[src/hw/rtl/spfl_pkg.sv]
`default_nettype none
package spfl_pkg;

	localparam int NUM_SLOTS_DEF = 32;
	localparam int SLOT_ID_W     = 5;
	localparam int TDATA_W       = 8;

	typedef enum logic [1:0] {
		OP_ALLOC = 2'd0,
		OP_FREE  = 2'd1,
		OP_LIST  = 2'd2,
		OP_BAD   = 2'd3
	} op_t;

	typedef enum logic [1:0] {
		CELL_HOLD,
		CELL_LOAD_LEFT,
		CELL_LOAD_RIGHT,
		CELL_LOAD_BCAST
	} cell_op_t;

	typedef struct packed {
		cell_op_t op;
		logic     seen_clr;
		logic     seen_step;
		logic     cmp_en;
	} cell_ctrl_t;

	typedef enum logic [2:0] {
		ST_IDLE,
		ST_EXEC,
		ST_SEARCH,
		ST_FINISH,
		ST_LIST
	} state_t;

endpackage
`default_nettype wire

[src/hw/rtl/spfl_cell.sv]
`default_nettype none
module spfl_cell #(
	parameter int W   = 5,
	parameter int RST = 0
) (
	input  wire logic                clk,
	input  wire logic                arst_n,
	input  wire spfl_pkg::cell_ctrl_t ctrl,
	input  wire logic [W-1:0]        key,
	input  wire logic [W-1:0]        left_val,
	input  wire logic [W-1:0]        right_val,
	input  wire logic [W-1:0]        bcast_val,
	input  wire logic                seen_in,
	output logic      [W-1:0]        val,
	output logic                     seen
);

	logic [W-1:0] val_q;
	logic         seen_q;
	logic         match;

	assign match = ctrl.cmp_en && (val_q == key);
	assign val   = val_q;
	assign seen  = seen_q;

	always_ff @(posedge clk or negedge arst_n) begin
		if (!arst_n) begin
			val_q <= W'(RST);
		end else begin
			case (ctrl.op)
				spfl_pkg::CELL_LOAD_LEFT:  val_q <= left_val;
				spfl_pkg::CELL_LOAD_RIGHT: val_q <= right_val;
				spfl_pkg::CELL_LOAD_BCAST: val_q <= bcast_val;
				default:                   val_q <= val_q;
			endcase
		end
	end

	always_ff @(posedge clk or negedge arst_n) begin
		if (!arst_n) begin
			seen_q <= 1'b0;
		end else if (ctrl.seen_clr) begin
			seen_q <= 1'b0;
		end else if (ctrl.seen_step) begin
			seen_q <= seen_in | match;
		end
	end

endmodule
`default_nettype wire

[src/hw/rtl/slot_pool_free_list_allocator.sv]
// Slot pool allocator with a free stack and an in-use list kept in allocation order.
// Input channel s_*: one item per request; s_tdata holds op in bits [1:0]
// (allocate, free, list) and slot_number in bits [6:2].
// Output channel m_*: m_tdata holds ok in bit 0 and slot_id in bits [5:1];
// m_tlast marks the final result of a request.
// Allocate and an unknown op give one result, registered from EXEC into the output register.
// For free, the match flag ripples one cell per cycle down the in-use chain,
// and the chain then closes the gap in one step.
// List gives one result per cycle while the receiver takes them, rotating the
// in-use chain by one cell per result; an empty list gives one failing result.
// A new request is taken only when the previous one has put out its last result,
// and the output register lets that happen while the final result still waits.
// When the receiver stalls, the block holds its result and leaves the slot numbers in both chains unchanged.
// Reset empties the in-use list and loads the free stack with slots in order,
// so the first allocation returns slot 0.
`default_nettype none
module slot_pool_free_list_allocator #(
	parameter int NUM_SLOTS = spfl_pkg::NUM_SLOTS_DEF
) (
	input  wire logic                          clk,
	input  wire logic                          arst_n,
	input  wire logic                          s_tvalid,
	output logic                               s_tready,
	// Bits from low: op[1:0], slot_number[6:2], zero pad.
	input  wire logic [spfl_pkg::TDATA_W-1:0]  s_tdata,
	output logic                               m_tvalid,
	input  wire logic                          m_tready,
	// Bits from low: ok[0], slot_id[5:1], zero pad.
	output logic      [spfl_pkg::TDATA_W-1:0]  m_tdata,
	output logic                               m_tlast
);

	localparam int IDW = (NUM_SLOTS > 1) ? $clog2(NUM_SLOTS) : 1;
	localparam int CW  = $clog2(NUM_SLOTS + 1);
	localparam int SW  = spfl_pkg::SLOT_ID_W;

	spfl_pkg::state_t state_q, state_d;
	spfl_pkg::op_t    op_q;
	logic [SW-1:0]    key_q;
	logic             key_ok_q;
	logic [CW-1:0]    cnt_q;
	logic [CW-1:0]    used_count_q;
	logic             m_valid_q;
	logic             out_ok_q;
	logic [SW-1:0]    out_id_q;
	logic             out_last_q;

	logic             acc;
	logic             out_free;
	logic             emit, emit_ok, emit_last;
	logic [SW-1:0]    emit_id;
	logic             do_alloc, do_free, do_rot, seen_step_all;
	logic             pool_full, list_empty, list_last;

	logic [IDW-1:0]   key_id;
	logic [IDW-1:0]   used_val  [NUM_SLOTS];
	logic [IDW-1:0]   free_val  [NUM_SLOTS];
	logic             used_seen [NUM_SLOTS];
	logic             free_seen [NUM_SLOTS];
	logic [IDW-1:0]   used_bcast;

	assign acc        = s_tvalid && s_tready;
	assign out_free   = !m_valid_q || m_tready;
	assign key_id     = IDW'(key_q);
	assign pool_full  = (used_count_q == CW'(NUM_SLOTS));
	assign list_empty = (used_count_q == '0);
	assign list_last  = (cnt_q == used_count_q - CW'(1));
	assign used_bcast = do_alloc ? free_val[0] : used_val[0];

	always_comb begin
		state_d = state_q;
		case (state_q)
			spfl_pkg::ST_IDLE: begin
				if (acc) begin
					case (spfl_pkg::op_t'(s_tdata[1:0]))
						spfl_pkg::OP_FREE: state_d = spfl_pkg::ST_SEARCH;
						spfl_pkg::OP_LIST: state_d = spfl_pkg::ST_LIST;
						default:           state_d = spfl_pkg::ST_EXEC;
					endcase
				end
			end
			spfl_pkg::ST_EXEC: begin
				if (out_free) state_d = spfl_pkg::ST_IDLE;
			end
			spfl_pkg::ST_SEARCH: begin
				if (cnt_q == CW'(NUM_SLOTS - 1)) state_d = spfl_pkg::ST_FINISH;
			end
			spfl_pkg::ST_FINISH: begin
				if (out_free) state_d = spfl_pkg::ST_IDLE;
			end
			spfl_pkg::ST_LIST: begin
				if (out_free && (list_empty || list_last)) state_d = spfl_pkg::ST_IDLE;
			end
			default: state_d = spfl_pkg::ST_IDLE;
		endcase
	end

	always_comb begin
		s_tready      = 1'b0;
		emit          = 1'b0;
		emit_ok       = 1'b0;
		emit_id       = '0;
		emit_last     = 1'b1;
		do_alloc      = 1'b0;
		do_free       = 1'b0;
		do_rot        = 1'b0;
		seen_step_all = 1'b0;
		case (state_q)
			spfl_pkg::ST_IDLE: begin
				s_tready = 1'b1;
			end
			spfl_pkg::ST_EXEC: begin
				emit = out_free;
				if (op_q == spfl_pkg::OP_ALLOC && !pool_full) begin
					emit_ok  = 1'b1;
					emit_id  = SW'(free_val[0]);
					do_alloc = out_free;
				end
			end
			spfl_pkg::ST_SEARCH: begin
				seen_step_all = 1'b1;
			end
			spfl_pkg::ST_FINISH: begin
				emit = out_free;
				if (used_seen[NUM_SLOTS-1]) begin
					emit_ok = 1'b1;
					emit_id = key_q;
					do_free = out_free;
				end
			end
			spfl_pkg::ST_LIST: begin
				emit = out_free;
				if (!list_empty) begin
					emit_ok   = 1'b1;
					emit_id   = SW'(used_val[0]);
					emit_last = list_last;
					do_rot    = out_free;
				end
			end
			default: begin
				emit = 1'b0;
			end
		endcase
	end

	always_ff @(posedge clk or negedge arst_n) begin
		if (!arst_n) begin
			state_q      <= spfl_pkg::ST_IDLE;
			cnt_q        <= '0;
			used_count_q <= '0;
			m_valid_q    <= 1'b0;
		end else begin
			state_q <= state_d;
			if (acc) begin
				cnt_q <= '0;
			end else if (seen_step_all || do_rot) begin
				cnt_q <= cnt_q + CW'(1);
			end
			if (do_alloc) begin
				used_count_q <= used_count_q + CW'(1);
			end else if (do_free) begin
				used_count_q <= used_count_q - CW'(1);
			end
			if (emit) begin
				m_valid_q <= 1'b1;
			end else if (m_tready) begin
				m_valid_q <= 1'b0;
			end
		end
	end

	always_ff @(posedge clk) begin
		if (acc) begin
			op_q     <= spfl_pkg::op_t'(s_tdata[1:0]);
			key_q    <= s_tdata[6:2];
			key_ok_q <= (32'(s_tdata[6:2]) < NUM_SLOTS);
		end
		if (emit) begin
			out_ok_q   <= emit_ok;
			out_id_q   <= emit_id;
			out_last_q <= emit_last;
		end
	end

	assign m_tvalid = m_valid_q;
	assign m_tdata  = {(spfl_pkg::TDATA_W - SW - 1)'(0), out_id_q, out_ok_q};
	assign m_tlast  = out_last_q;

	for (genvar i = 0; i < NUM_SLOTS; i++) begin : g_cell
		spfl_pkg::cell_ctrl_t used_ctrl, free_ctrl;
		logic [IDW-1:0]       used_left, used_right, free_left, free_right;
		logic                 used_sin, free_sin;

		if (i == 0) begin : g_first
			assign used_left = '0;
			assign free_left = key_id;
			assign used_sin  = 1'b0;
			assign free_sin  = 1'b0;
		end else begin : g_mid
			assign used_left = used_val[i-1];
			assign free_left = free_val[i-1];
			assign used_sin  = used_seen[i-1];
			assign free_sin  = free_seen[i-1];
		end

		if (i == NUM_SLOTS - 1) begin : g_last
			assign used_right = '0;
			assign free_right = '0;
		end else begin : g_inner
			assign used_right = used_val[i+1];
			assign free_right = free_val[i+1];
		end

		always_comb begin
			used_ctrl.seen_clr  = acc;
			used_ctrl.seen_step = seen_step_all;
			used_ctrl.cmp_en    = key_ok_q && (CW'(i) < used_count_q);
			used_ctrl.op        = spfl_pkg::CELL_HOLD;
			if (do_alloc && CW'(i) == used_count_q) begin
				used_ctrl.op = spfl_pkg::CELL_LOAD_BCAST;
			end else if (do_free && used_seen[i] && CW'(i + 1) < used_count_q) begin
				used_ctrl.op = spfl_pkg::CELL_LOAD_RIGHT;
			end else if (do_rot && CW'(i + 1) < used_count_q) begin
				used_ctrl.op = spfl_pkg::CELL_LOAD_RIGHT;
			end else if (do_rot && CW'(i + 1) == used_count_q) begin
				used_ctrl.op = spfl_pkg::CELL_LOAD_BCAST;
			end

			free_ctrl.seen_clr  = acc;
			free_ctrl.seen_step = 1'b0;
			free_ctrl.cmp_en    = 1'b0;
			free_ctrl.op        = spfl_pkg::CELL_HOLD;
			if (do_alloc) begin
				free_ctrl.op = spfl_pkg::CELL_LOAD_RIGHT;
			end else if (do_free) begin
				free_ctrl.op = spfl_pkg::CELL_LOAD_LEFT;
			end
		end

		spfl_cell #(.W(IDW), .RST(0)) u_used (
			.clk       (clk),
			.arst_n    (arst_n),
			.ctrl      (used_ctrl),
			.key       (key_id),
			.left_val  (used_left),
			.right_val (used_right),
			.bcast_val (used_bcast),
			.seen_in   (used_sin),
			.val       (used_val[i]),
			.seen      (used_seen[i])
		);

		spfl_cell #(.W(IDW), .RST(i)) u_free (
			.clk       (clk),
			.arst_n    (arst_n),
			.ctrl      (free_ctrl),
			.key       (key_id),
			.left_val  (free_left),
			.right_val (free_right),
			.bcast_val (free_val[0]),
			.seen_in   (free_sin),
			.val       (free_val[i]),
			.seen      (free_seen[i])
		);
	end

	a_count_bound: assert property (@(posedge clk) disable iff (!arst_n)
		used_count_q <= CW'(NUM_SLOTS))
		else $error("In-use count exceeds the pool size.");

	a_fail_zero_id: assert property (@(posedge clk) disable iff (!arst_n)
		(m_tvalid && !m_tdata[0]) |-> (m_tdata[5:1] == '0 && m_tlast))
		else $error("Failing result carries a slot number or is not last.");

	a_search_stable: assert property (@(posedge clk) disable iff (!arst_n)
		(state_q == spfl_pkg::ST_SEARCH) |=> $stable(used_count_q))
		else $error("In-use count changed during the predecessor search.");

	a_free_chain_quiet: assert property (@(posedge clk) disable iff (!arst_n)
		!free_seen[NUM_SLOTS-1])
		else $error("Free stack raised a match flag.");

endmodule
`default_nettype wire
[config.mk]
export PLATFORM = sky130hd
export DESIGN_NAME = slot_pool_free_list_allocator
export DESIGN_NICKNAME = d
export VERILOG_FILES = /design/src/hw/rtl/spfl_pkg.sv /design/src/hw/rtl/spfl_cell.sv /design/src/hw/rtl/slot_pool_free_list_allocator.sv
export SDC_FILE = /design/constraint.sdc
export NUM_CORES = 1
export LEC_CHECK = 0
export BUFFER_PORTS_ARGS = -buffer_cell sky130_fd_sc_hd__buf_2
export CAP_MARGIN = 20
export CORE_MARGIN = 5
export CORE_UTILIZATION = 55
export CTS_CLUSTER_DIAMETER = 120
export CTS_CLUSTER_SIZE = 12
export DETAILED_ROUTE_END_ITERATION = 10
export GPL_ROUTABILITY_DRIVEN = 0
export PLACE_DENSITY = 0.79
export SYNTH_ARGS = -nofsm -noshare
export SYNTH_HDL_FRONTEND = slang
export SYNTH_SLANG_ARGS = --single-unit
[constraint.sdc]
create_clock -name clk -period 7.1 [get_ports clk]
set_clock_uncertainty 0.15 [all_clocks]
set_input_delay 0.71 -clock clk [delete_from_list [all_inputs] [get_ports clk]]
set_output_delay 0.71 -clock clk [all_outputs]
set_load 0.01 [all_outputs]
==> flow_results.xml <==
<?xml version="1.0" encoding="UTF-8"?>
<metrics>
  <group name="outcome">
    <metric name="run_status" unit="">complete, no violations</metric>
  </group>
  <group name="clock_network">
    <metric name="clock_tree_from_tritoncts" unit="">yes</metric>
    <metric name="cts_buffer_depth" unit="">3</metric>
    <metric name="ctsResizeCount" unit="">0</metric>
    <metric name="cts_made_buffers" unit="">37</metric>
    <metric name="clkSinkCount" unit="">382</metric>
    <metric name="clk_pin_slew" unit="ns">0.07</metric>
    <metric name="clk_latency" unit="ns">0.56</metric>
    <metric name="post_cts.repair.setup_buffers" unit="">0</metric>
    <metric name="ctsHoldBuffers" unit="">0</metric>
    <metric name="clk_root_buffer_cell" unit="">sky130_fd_sc_hd__clkbuf_16</metric>
    <metric name="htree_levels" unit="">2</metric>
  </group>
  <group name="worst_setup_path">
    <metric name="cp_slowest_stage_delay" unit="ns">0.70</metric>
    <metric name="class_of_the_most_critical_setup_path" unit="">reg2reg</metric>
    <metric name="cp_num_cells" unit="">9</metric>
    <metric name="worst_setup_path_startpoint" unit="">used_count_q[1]</metric>
    <metric name="worst-r2r-cell-count" unit="">9</metric>
    <metric name="critPathMaxFanout" unit="">21</metric>
    <metric name="setup.worst_path.end_class" unit="">register</metric>
    <metric name="critical_path.slowest_cell" unit="">sky130_fd_sc_hd__o2111ai_4</metric>
    <metric name="crit_arrival" unit="ns">4.97</metric>
    <metric name="regToRegEndpoint" unit="">g_cell[26].u_used.val[2]</metric>
    <metric name="cp_num_buf_inv" unit="">3</metric>
    <metric name="critical-path-top-delay-family" unit="">buffers and inverters</metric>
    <metric name="cp.required" unit="ns">7.38</metric>
    <metric name="regToRegStartpoint" unit="">used_count_q[1]</metric>
    <metric name="critical_path.most_common_cell" unit="">sky130_fd_sc_hd__buf_4</metric>
    <metric name="crit_chain" unit="">inv_1 -&gt; ha_1 -&gt; or3b_1 -&gt; o2111ai_4 -&gt; buf_4 -&gt; mux2i_2 -&gt; buf_4 -&gt; nor3_1 -&gt; a221o_1</metric>
    <metric name="critical_path.endpoint" unit="">g_cell[26].u_used.val[2]</metric>
    <metric name="startpoint_type" unit="">register</metric>
    <metric name="r2r_setup_slack" unit="ns">2.42</metric>
  </group>
  <group name="routing">
    <metric name="drc" unit="">0</metric>
    <metric name="drt-vias-per-instance" unit="">6.75</metric>
    <metric name="via_count" unit="">17000</metric>
    <metric name="wl" unit="microns">57400</metric>
    <metric name="first_iter_violations" unit="">2161</metric>
    <metric name="route.detailed.wl_per_inst" unit="microns">22.8</metric>
    <metric name="antenna_left" unit="">0</metric>
    <metric name="first_pass_iters" unit="">6</metric>
  </group>
  <group name="floorplan">
    <metric name="die_height" unit="microns">204</metric>
    <metric name="floorplan.die_area" unit="sq um">41500</metric>
    <metric name="placement_rows" unit="">71</metric>
    <metric name="floorplan.io_pins" unit="">23</metric>
    <metric name="core-area" unit="sq um">37300</metric>
    <metric name="initial_core_util" unit="">0.553</metric>
    <metric name="die_width" unit="microns">204</metric>
  </group>
  <group name="power">
    <metric name="switching_power" unit="mW">2.51</metric>
    <metric name="peak_supply_drop" unit="V">0.000193</metric>
    <metric name="power.total" unit="mW">6.68</metric>
    <metric name="combinationalPowerShare" unit="">0.286</metric>
    <metric name="powerDensity" unit="nW/um^2">304</metric>
    <metric name="power.internal" unit="mW">4.17</metric>
    <metric name="p_sw_frac" unit="">0.376</metric>
    <metric name="power.leakage" unit="nW">9.71</metric>
    <metric name="power.share.clock" unit="">0.280</metric>
    <metric name="seq_power_share" unit="">0.434</metric>
  </group>
  <group name="global_routing">
    <metric name="grt_use_total" unit="">0.271</metric>
    <metric name="first_pass_grt_wire_length" unit="microns">91700</metric>
    <metric name="grt_start_max_net_pins" unit="">167</metric>
    <metric name="antenna_found_initial" unit="">0</metric>
    <metric name="grt_pass1_vias" unit="">16700</metric>
    <metric name="grt_overflow" unit="">0</metric>
  </group>
  <group name="layout">
    <metric name="share_of_cells_above_drive_strength_1" unit="">0.165</metric>
    <metric name="syn2layout_area_growth" unit="%">6.62</metric>
    <metric name="most-common-layout-cells" unit="">sky130_fd_sc_hd__nand2_1 (423), sky130_fd_sc_hd__dfrtp_1 (288), sky130_fd_sc_hd__a22oi_1 (155), sky130_fd_sc_hd__xor2_1 (102), sky130_fd_sc_hd__dfstp_2 (80)</metric>
    <metric name="fillers" unit="">3079</metric>
    <metric name="stdcell_count" unit="">2517</metric>
    <metric name="final_net_count" unit="">2038</metric>
    <metric name="final_common_cell" unit="">sky130_fd_sc_hd__nand2_1</metric>
    <metric name="antennaDiodeCount" unit="">0</metric>
    <metric name="post-route-util" unit="">0.590</metric>
    <metric name="final_cell_area" unit="sq um">22000</metric>
  </group>
  <group name="sta">
    <metric name="worst_pin_slew" unit="ns">1.21</metric>
    <metric name="slew_violations" unit="">0</metric>
    <metric name="setup_slack" unit="ns">2.42</metric>
    <metric name="min_period_over_period" unit="">0.660</metric>
    <metric name="finalSetupViolations" unit="">0</metric>
    <metric name="hold_slack" unit="ns">0.000383</metric>
    <metric name="maxSlewHeadroom" unit="">0.190</metric>
    <metric name="final_period_minus_worst_setup_slack" unit="ns">4.68</metric>
    <metric name="max_clk_rate" unit="GHz">0.214</metric>
    <metric name="timing.final.hold_violations" unit="">0</metric>
    <metric name="setup-tns-final" unit="ns">0</metric>
    <metric name="rsz_0062_raised_after_global_routing" unit="">false</metric>
  </group>
  <group name="yosys">
    <metric name="synth.ff_latch_count" unit="">382</metric>
    <metric name="ys_seq_area_frac" unit="">0.471</metric>
    <metric name="synth_enable_flop_cells" unit="">14</metric>
    <metric name="ys.flop_type" unit="">sky130_fd_sc_hd__dfrtp_1</metric>
    <metric name="synthesis.instances" unit="">2077</metric>
    <metric name="ys_warn_count" unit="">0</metric>
    <metric name="share_of_synthesized_registers_carrying_an_async_set_or_reset" unit="">0.963</metric>
    <metric name="synth_cell_types" unit="">101</metric>
    <metric name="synth.cell_area" unit="sq um">20600</metric>
    <metric name="avgSynthCellArea" unit="sq um">9.94</metric>
  </group>
  <group name="placed_design">
    <metric name="port-buffer-count" unit="">19</metric>
    <metric name="dpl-instance-area" unit="sq um">20900</metric>
    <metric name="pre_cts_slack" unit="ns">2.62</metric>
    <metric name="dp.cells" unit="">2452</metric>
    <metric name="dp_hpwl" unit="microns">35400</metric>
  </group>
  <group name="worst_hold_path">
    <metric name="min-delay-path-class" unit="">in2async</metric>
  </group>
  <group name="flow_run">
    <metric name="maxCapViolCount" unit="">0</metric>
  </group>
</metrics>
-- flip-flops by register name, indices dropped and copies added (netlist names) --
register	flops
g_cell.u_free.val	160
used_count_q	6
m_tvalid	1
out_id_q	5
g_cell.free_left	5
cnt_q	6
g_cell.u_used.val	160
op_q	2
g_cell.u_used.seen	32
m_tlast	1
state_q	3
out_ok_q	1
-- cells by family (layout without fill, tap and decap cells) --
logic type,Yosys count,after routing,share of synthesized area
multiplexers,81,81,0.0435
other,1,2,0.000182
buffers and inverters,191,156,0.0444
adder cells (fa/ha/maj),9,9,0.00546
AO/OA/AOI/OAI,551,551,0.211
XOR/XNOR,174,174,0.0738
flip-flops,382,382,0.471
AND/OR/NAND/NOR,688,688,0.150
-- metal layers --
layer,share of wire,wire (microns),GRT usage
met4,0.052,2970,0.123
met5,0,0,0
met3,0.11,6030,0.0588
met1,0.39,22500,0.369
met2,0.45,25900,0.421
-- power groups by stage --
stage / logic (mW) / clock network, mW / registers [mW]
floorplan: 1.37 / 0 / 2.76
global placement: 1.79 / 0 / 2.90
detailed placement: 1.85 / 0 / 2.91
CTS: 1.86 / 1.90 / 2.88
global route: 2.04 / 1.99 / 2.93
finish: 1.91 / 1.87 / 2.90
-- worst min-delay path by stage --
stage,from,to,slack (ns),depth (start not counted)
6_report,arst_n,m_tvalid,0.0004,1
5_1_grt,arst_n,m_tvalid,0.05,1
4_1_cts,arst_n,m_tvalid,0.01,1
3_5_place_dp,g_cell[10].u_free.val[3],g_cell[10].u_free.val[3],0.31,2
3_3_place_gp,g_cell[27].u_free.val[0],g_cell[27].u_free.val[0],0.30,2
2_1_floorplan,arst_n,cnt_q[0],0.26,0
-- Yosys cell counts (11+ instances only) --
master                      number  area share
sky130_fd_sc_hd__a21oi_1        45       0.011
sky130_fd_sc_hd__a221o_1        30       0.015
sky130_fd_sc_hd__a221oi_1       24       0.010
sky130_fd_sc_hd__a22o_1         33       0.014
sky130_fd_sc_hd__a22oi_1       155       0.056
sky130_fd_sc_hd__a31oi_1        33       0.010
sky130_fd_sc_hd__and3_1         11      0.0033
sky130_fd_sc_hd__buf_2          55       0.013
sky130_fd_sc_hd__buf_4          17      0.0062
sky130_fd_sc_hd__clkbuf_1       66       0.012
sky130_fd_sc_hd__dfrtp_1       288        0.35
sky130_fd_sc_hd__dfstp_2        80        0.10
sky130_fd_sc_hd__edfxtp_1       14       0.020
sky130_fd_sc_hd__inv_1          34      0.0062
sky130_fd_sc_hd__mux2_2         68       0.037
sky130_fd_sc_hd__mux2i_1        12      0.0058
sky130_fd_sc_hd__nand2_1       423       0.077
sky130_fd_sc_hd__nand3_1        48       0.012
sky130_fd_sc_hd__nor2_1         74       0.013
sky130_fd_sc_hd__nor3_1         37      0.0090
sky130_fd_sc_hd__nor4_1         29      0.0088
sky130_fd_sc_hd__o21ai_0        59       0.014
sky130_fd_sc_hd__o221a_2        36       0.020
sky130_fd_sc_hd__o22ai_1        12      0.0036
sky130_fd_sc_hd__o2bb2ai_1      11      0.0047
sky130_fd_sc_hd__xnor2_1        72       0.031
sky130_fd_sc_hd__xor2_1        102       0.043
-- layout make-up --
cell class                      instances  area [sq um]  area share
Clock inverter                          2          36.3     0.00165
Timing Repair Buffer                   56           408      0.0185
Clock buffer                           63          1050      0.0479
Inverter                               35           131     0.00597
Sequential cell                       382          9730       0.442
Tap cell                              474           593      0.0270
Multi-Input combinational cell       1505         10100       0.457
(Power assumes the default switching activity.)
